===== src/rtl/mkd_pkg.sv =====
// mkd_pkg: shared types and constants for the matrix keypad debouncer
// keypad geometry, debounce phase encoding and the request/result payloads
// no dependencies
`default_nettype none

package mkd_pkg;

  localparam int ROWS        = 4;
  localparam int COLUMNS     = 4;
  localparam int NUM_KEYPADS = 2;

  localparam int KEYS       = ROWS * COLUMNS;
  localparam int LEVEL_BITS = 16;
  localparam int PAD_W      = (NUM_KEYPADS > 1) ? $clog2(NUM_KEYPADS) : 1;
  localparam int KEY_IDX_W  = (KEYS > 1) ? $clog2(KEYS) : 1;
  localparam int ID_W       = 2;
  localparam int OUT_IDX_W  = 4;
  localparam int CNT_W      = 8;

  localparam logic [CNT_W-1:0] DEBOUNCE_RESET = 8'd5;

  localparam logic ST_OK     = 1'b0;
  localparam logic ST_BAD_ID = 1'b1;

  typedef enum logic [1:0] {
    PH_RELEASED     = 2'd0,
    PH_PRE_PRESSED  = 2'd1,
    PH_PRESSED      = 2'd2,
    PH_PRE_RELEASED = 2'd3
  } phase_t;

  typedef struct packed {
    logic [ID_W-1:0]       pad_num;
    logic [LEVEL_BITS-1:0] key_levels;
  } in_t;

  typedef struct packed {
    logic                 status;
    logic                 key_found;
    logic [OUT_IDX_W-1:0] key_index;
  } out_t;

  // per-request control broadcast to every lane
  typedef struct packed {
    logic             upd;
    logic [PAD_W-1:0] pad;
  } lane_ctl_t;

endpackage

`default_nettype wire


===== src/rtl/mkd_lane.sv =====
// mkd_lane: four-phase debouncer of one key position, one state entry per keypad
// depends on mkd_pkg
`default_nettype none

module mkd_lane (
  input  wire logic                    clk,
  input  wire logic                    rst_n,
  input  wire mkd_pkg::lane_ctl_t      ctl,
  input  wire logic                    level,
  input  wire logic [mkd_pkg::CNT_W-1:0] debounce_count,
  output logic                         entered
);

  mkd_pkg::phase_t             phase_r [mkd_pkg::NUM_KEYPADS];
  logic [mkd_pkg::CNT_W-1:0]   hold_r  [mkd_pkg::NUM_KEYPADS];

  mkd_pkg::phase_t             phase_cur;
  mkd_pkg::phase_t             phase_nxt;
  logic [mkd_pkg::CNT_W-1:0]   hold_cur;
  logic [mkd_pkg::CNT_W-1:0]   hold_nxt;
  logic [mkd_pkg::CNT_W-1:0]   cnt;
  logic                        want_pressed;
  logic                        agree;
  logic                        adv;

  assign phase_cur = phase_r[ctl.pad];
  assign hold_cur  = hold_r[ctl.pad];

  assign want_pressed = (phase_cur == mkd_pkg::PH_RELEASED) ||
                        (phase_cur == mkd_pkg::PH_PRE_PRESSED);
  assign agree   = (level == want_pressed);
  assign cnt     = hold_cur + 1'b1;   // wraps at 8 bits
  assign adv     = agree && (cnt >= debounce_count);
  assign entered = adv && (phase_cur == mkd_pkg::PH_PRE_PRESSED);

  always_comb begin
    phase_nxt = phase_cur;
    if (adv) begin
      unique case (phase_cur)
        mkd_pkg::PH_RELEASED:     phase_nxt = mkd_pkg::PH_PRE_PRESSED;
        mkd_pkg::PH_PRE_PRESSED:  phase_nxt = mkd_pkg::PH_PRESSED;
        mkd_pkg::PH_PRESSED:      phase_nxt = mkd_pkg::PH_PRE_RELEASED;
        mkd_pkg::PH_PRE_RELEASED: phase_nxt = mkd_pkg::PH_RELEASED;
        default:                  phase_nxt = mkd_pkg::PH_RELEASED;
      endcase
    end
  end

  assign hold_nxt = (agree && !adv) ? cnt : '0;

  always_ff @(posedge clk) begin
    if (!rst_n) begin
      for (int p = 0; p < mkd_pkg::NUM_KEYPADS; p++) begin
        phase_r[p] <= mkd_pkg::PH_RELEASED;
        hold_r[p]  <= '0;
      end
    end else if (ctl.upd) begin
      phase_r[ctl.pad] <= phase_nxt;
      hold_r[ctl.pad]  <= hold_nxt;
    end
  end

endmodule

`default_nettype wire


===== src/rtl/mkd_merge.sv =====
// mkd_merge: picks the first lane that entered the pressed phase and holds the result
// output register with its valid flag; depends on mkd_pkg
`default_nettype none

module mkd_merge (
  input  wire logic                      clk,
  input  wire logic                      rst_n,
  input  wire logic                      load,
  input  wire logic                      bad_id,
  input  wire logic [mkd_pkg::KEYS-1:0]  entered,
  input  wire logic                      out_ready,
  output logic                           out_valid,
  output mkd_pkg::out_t                  out_data
);

  logic                            valid_r;
  logic                            valid_nxt;
  mkd_pkg::out_t                   data_r;
  mkd_pkg::out_t                   data_nxt;
  logic [mkd_pkg::KEY_IDX_W-1:0]   first;
  logic                            any;

  // lowest index wins
  always_comb begin
    first = '0;
    for (int k = mkd_pkg::KEYS - 1; k >= 0; k--) begin
      if (entered[k]) first = mkd_pkg::KEY_IDX_W'(k);
    end
  end

  assign any = |entered;

  always_comb begin
    data_nxt = '0;
    if (bad_id) begin
      data_nxt.status = mkd_pkg::ST_BAD_ID;
    end else begin
      data_nxt.status    = mkd_pkg::ST_OK;
      data_nxt.key_found = any;
      data_nxt.key_index = any ? mkd_pkg::OUT_IDX_W'(first) : '0;
    end
  end

  assign valid_nxt = load ? 1'b1 : (out_ready ? 1'b0 : valid_r);

  always_ff @(posedge clk) begin
    if (!rst_n) begin
      valid_r <= 1'b0;
    end else begin
      valid_r <= valid_nxt;
    end
  end

  always_ff @(posedge clk) begin
    if (load) begin
      data_r <= data_nxt;
    end
  end

  assign out_valid = valid_r;
  assign out_data  = data_r;

endmodule

`default_nettype wire


===== src/rtl/matrix_keypad_debouncer_core.sv =====
// matrix_keypad_debouncer_core: top level of the keypad scan debouncer
// one mkd_lane per key position, mkd_merge for the result; depends on mkd_pkg
//
// usage: each request on in_* carries one full scan of one keypad (pad_num and
// one pressed bit per key). every key of that keypad steps its own four-phase
// debouncer (released, pre-pressed, pressed, pre-released) in its own lane.
// one result per request on out_*: status, key_found and the index of the first
// key in row-major order that reached the pressed phase on this scan. a keypad
// number at or above the keypad count gives the error status and leaves state alone.
// the result is registered and valid the cycle after the request is accepted.
// throughput: one request per cycle; lane state is read from registers and
// written back at the accepting edge, so scans of the same keypad may follow
// directly. in_ready is high whenever the output register is empty or being
// taken, so a stalled receiver holds at most one result and stalls the input.
// cfg_we/cfg_data write debounce_count at once (write only while idle).
// reset (synchronous, rst_n low): all keys released, hold counters zero,
// debounce_count 5, no result pending.
`default_nettype none

module matrix_keypad_debouncer_core (
  input  wire logic                       clk,
  input  wire logic                       rst_n,
  input  wire logic                       in_valid,
  output logic                            in_ready,
  input  wire mkd_pkg::in_t               in_data,
  output logic                            out_valid,
  input  wire logic                       out_ready,
  output mkd_pkg::out_t                   out_data,
  input  wire logic                       cfg_we,
  input  wire logic [mkd_pkg::CNT_W-1:0]  cfg_data
);

  logic [mkd_pkg::CNT_W-1:0] debounce_r;
  logic                      accept;
  logic                      bad_id;
  mkd_pkg::lane_ctl_t        ctl;
  logic [mkd_pkg::KEYS-1:0]  entered;

  always_ff @(posedge clk) begin
    if (!rst_n) begin
      debounce_r <= mkd_pkg::DEBOUNCE_RESET;
    end else if (cfg_we) begin
      debounce_r <= cfg_data;
    end
  end

  assign in_ready = !out_valid || out_ready;
  assign accept   = in_valid && in_ready;
  assign bad_id   = (int'(in_data.pad_num) >= mkd_pkg::NUM_KEYPADS);

  assign ctl.upd = accept && !bad_id;
  assign ctl.pad = in_data.pad_num[mkd_pkg::PAD_W-1:0];

  for (genvar k = 0; k < mkd_pkg::KEYS; k++) begin : g_lane
    logic level;
    // keys past the level field always read released
    if (k < mkd_pkg::LEVEL_BITS) begin : g_bit
      assign level = in_data.key_levels[k];
    end else begin : g_none
      assign level = 1'b0;
    end

    mkd_lane u_lane (
      .clk            (clk),
      .rst_n          (rst_n),
      .ctl            (ctl),
      .level          (level),
      .debounce_count (debounce_r),
      .entered        (entered[k])
    );
  end

  mkd_merge u_merge (
    .clk       (clk),
    .rst_n     (rst_n),
    .load      (accept),
    .bad_id    (bad_id),
    .entered   (entered),
    .out_ready (out_ready),
    .out_valid (out_valid),
    .out_data  (out_data)
  );

  a_bad_id_result : assert property (@(posedge clk) disable iff (!rst_n)
    accept && bad_id |=> out_valid && out_data.status == mkd_pkg::ST_BAD_ID)
    else $error("bad keypad id did not give error status");

  a_error_clean : assert property (@(posedge clk) disable iff (!rst_n)
    out_valid && out_data.status == mkd_pkg::ST_BAD_ID |->
      !out_data.key_found && out_data.key_index == '0)
    else $error("error result carries a key");

  a_index_zero : assert property (@(posedge clk) disable iff (!rst_n)
    out_valid && !out_data.key_found |-> out_data.key_index == '0)
    else $error("key index nonzero without a key");

  a_ready_empty : assert property (@(posedge clk) disable iff (!rst_n)
    !out_valid |-> in_ready)
    else $error("input stalled with empty output register");

  a_load_valid : assert property (@(posedge clk) disable iff (!rst_n)
    accept |=> out_valid)
    else $error("accepted request produced no result");

endmodule

`default_nettype wire


===== config.mk =====
export PLATFORM = sky130hd
export DESIGN_NAME = matrix_keypad_debouncer_core
export DESIGN_NICKNAME = d
export VERILOG_FILES = /design/src/rtl/mkd_pkg.sv /design/src/rtl/mkd_lane.sv /design/src/rtl/mkd_merge.sv /design/src/rtl/matrix_keypad_debouncer_core.sv
export SDC_FILE = /design/constraint.sdc
export NUM_CORES = 1
export LEC_CHECK = 0
export BUFFER_PORTS_ARGS = -buffer_cell sky130_fd_sc_hd__clkbuf_2
export CAP_MARGIN = 10
export CORE_MARGIN = 1.5
export CORE_UTILIZATION = 58
export DETAILED_ROUTE_END_ITERATION = 10
export HOLD_SLACK_MARGIN = 0.1
export PLACE_DENSITY = 0.77
export SETUP_SLACK_MARGIN = 0.3
export SLEW_MARGIN = 20
export SYNTH_ARGS = -nofsm -noshare
export SYNTH_HDL_FRONTEND = slang
export SYNTH_SLANG_ARGS = --single-unit
export TNS_END_PERCENT = 10

===== constraint.sdc =====
create_clock -name clk -period 6.2 [get_ports clk]
set_input_delay 0.62 -clock clk [delete_from_list [all_inputs] [get_ports clk]]
set_output_delay 0.62 -clock clk [all_outputs]
set_load 0.01 [all_outputs]

==> flow_summary.json <==
{
  "status": "completed",
  "synth_area_leaders": "edfxtp_1 49%, ha_1 10%, nor2_1 6.6%",
  "grt_overflow": 0,
  "fin_ws_ns": 1.73,
  "post-dp-hpwl_mm": 28.4,
  "synth_nets": 2011,
  "io_buffers": 38,
  "setup-tns-final_ns": 0,
  "ant_nets": 0,
  "hold_end": "u_merge.out_valid",
  "setup_viol": 0,
  "rows": 68,
  "slew_violations": 0,
  "hp-class": "in2reg",
  "maxSlewHeadroom": 0.312,
  "cts_tree": "yes",
  "crit_arrival_ns": 4.84,
  "ctsResizeCount": 0,
  "hold_path_depth": 3,
  "wl_met1_mm": 19.0,
  "nets": 2071,
  "die_x_um": 189,
  "fmax_mhz": 224,
  "avgRoutedWirePerCell_um": 18.7,
  "synth_warnings": 0,
  "final_cells": 2361,
  "die-area_um2": 35800,
  "synth_top_area_frac": 0.487,
  "clkTransAtPathRegs_ns": 0.06,
  "ctsHoldBuffers": 0,
  "criticalPathCategory": "in2reg",
  "grt_max_degree": 145,
  "hp-start": "in_valid",
  "ys_seq_elements": 335,
  "grt_pass1_wl_mm": 71.5,
  "clk_latency_ns": 0.53,
  "synthArstFlopShare": 0,
  "pre_cts_ws_ns": 1.29,
  "cts_buffers": 38,
  "gp_congestion": 0.819,
  "met3WireLength_mm": 2.91,
  "core_area_um2": 34400,
  "cts.path.max_buffers": 3,
  "syn_area_um2": 20100,
  "syn2layout_area_growth_pct": 9.63,
  "nFillCells": 2679,
  "initial_core_util": 0.585,
  "r2r_end": "u_merge.out_data[4]",
  "finalHoldViolCount": 0,
  "grt_pass1_vias": 14000,
  "ys_types": 67,
  "h-tree-depth": 2,
  "cts_setup_buffers": 0,
  "drive_above_1_share": 0.119,
  "layout_min_cycle_time_ns": 4.47,
  "critical_path_required_ns": 6.57,
  "start_kind": "primary input",
  "drc": 0,
  "rsz0062_at_grt": "no",
  "finClkSkew_ns": 0.0110,
  "final.period_utilization": 0.722,
  "grt.total_usage": 0.252,
  "yosys.area.top_type": "edfxtp_1",
  "worstMarginPinSlew_ns": 1.03,
  "p_leak_nw": 8.97,
  "timing.rr.start": "g_lane[6].u_lane.hold_r[0][0]",
  "synthCells": 1820,
  "drt_iter0_markers": 951,
  "powerDensity_nw_per_um2": 261,
  "rr_worst_depth": 15,
  "critPathCaptureType": "register",
  "io_pins": 39,
  "viasPerCell": 5.87,
  "drt-total-wl_mm": 44.1,
  "die_y_um": 189,
  "drtPass1Iterations": 7,
  "vias": 13900,
  "synth-edff-count": 326,
  "worstPathMaxFanout": 144,
  "ys.flop_type": "edfxtp_1",
  "dp_cells": 2295,
  "r2r_setup_slack_ns": 2.49,
  "vdd_drop_max_mv": 0.238,
  "dr_wl_met2_mm": 20.8,
  "ys_seq_area_frac": 0.496,
  "clock-sinks": 335,
  "antenna_found_initial": 1,
  "dr.max_layer_used": "met5",
  "timing.hold.ws_ns": 0.327,
  "syn_avg_cell_area_um2": 11.1,
  "cts-root-buf": "clkbuf_16",
  "drv_cap": 0,
  "antennaDiodeCount": 0,
  "fin_util": 0.642
}
[synth_stat cells (10+ instances only)]
cell type and n:
inv_1 116, o21ai_0 22, and2_1 17, nand2_1 117, xnor2_1 44, mux2i_1 44, edfxtp_1 326, clkbuf_1 10
a21o_1 11, buf_2 18, ha_1 160, mux2_2 57, nor2_1 354, a32oi_1 32, nor2b_1 80, a21oi_1 84
nor3_2 18, a32o_1 32, a211oi_1 14, xor2_1 77, o21a_1 20, nand3_1 17, nand2b_1 24
[critical path, cell delays in order]
cell	delay (ns)
buf_8	0.70
buf_4	0.48
mux2_2	0.44
ha_1	0.22
nand2_1	0.10
nor2_1	0.07
xor2_1	0.26
inv_1	0.08
ha_1	0.20
a2111oi_0	0.46
o21ai_0	0.27
a21boi_1	0.32
nand2_1	0.27
nor2_1	0.20
[flip-flops by register name, summed over array words and instances, names as in the netlist]
signal / count
debounce_r: 8
g_lane.u_lane.phase_r: 64
u_merge.out_data: 6
u_merge.out_valid: 1
g_lane.u_lane.hold_r: 256
[kinds of logic (layout without fill, tap and decap cells)]
group | count (synthesis) | count (layout) | share of synthesized area
adders and majority gates | 160 | 160 | 0.0995
xor gates and xnor gates | 128 | 128 | 0.0583
muxes | 112 | 112 | 0.0644
DFF | 335 | 335 | 0.496
buffers and inverters | 164 | 250 | 0.0373
AOI/OAI and AO/OA | 267 | 267 | 0.0959
and+or+nand+nor | 654 | 654 | 0.149
[cell type report]
type | instances | area [um^2] | area share
flip-flops and latches | 335 | 9970 | 0.452
multi-input cells | 1321 | 9420 | 0.427
inverters | 117 | 439 | 0.0199
clock buffers | 48 | 1050 | 0.0477
repair buffers | 67 | 443 | 0.0201
well taps | 455 | 569 | 0.0258
clock inverters | 18 | 160 | 0.00726
[worst max-delay path by stage]
stage	endpoint	from	slack [ns]
6_report	g_lane[0].u_lane.hold_r[1][6]	in_data[16]	1.73
5_1_grt	u_merge.out_data[4]	in_data[16]	1.44
4_1_cts	u_merge.out_data[4]	in_data[16]	1.81
3_5_place_dp	u_merge.out_data[0]	in_data[16]	1.29
3_3_place_gp	u_merge.out_data[4]	in_data[16]	1.35
2_1_floorplan	g_lane[0].u_lane.hold_r[1][0]	in_data[16]	0.35
[cell usage in the layout (no fill, tap or decap), types with 37 or more instances in the layout]
master / n
xor2_1: 77
edfxtp_1: 326
nor2_1: 353
inv_1: 116
nand2_1: 113
mux2i_1: 44
xnor2_1: 44
nor2b_1: 80
ha_1: 160
mux2_2: 57
a21oi_1: 84
clkbuf_16: 41
clkbuf_2: 37
[per-layer routing]
| metal | global-route usage | vias up |
|---|---|---|
| met4 | 0.0827 | 2 |
| met3 | 0.0339 | 89 |
| met5 | 0 | - |
| met1 | 0.337 | 6694 |
| li1 | - | 6646 |
| met2 | 0.425 | 428 |
[report_power, final]
group,switching (mW),internal [mW],leakage (nW)
Combinational,0.548,0.352,4.91
Clock,0.889,1.32,0.599
Sequential,0.0503,2.60,3.46
Total,1.49,4.27,8.97
[through the flow]
step / total power [mW] / instance area, um^2
floorplan: 3.36 / 20100
finish: 5.76 / 22100
CTS: 5.79 / 22100
global route: 5.99 / 22100
detailed placement: 3.58 / 20800
global placement: 3.54 / 20800
Power figures use the tool's default switching activity.
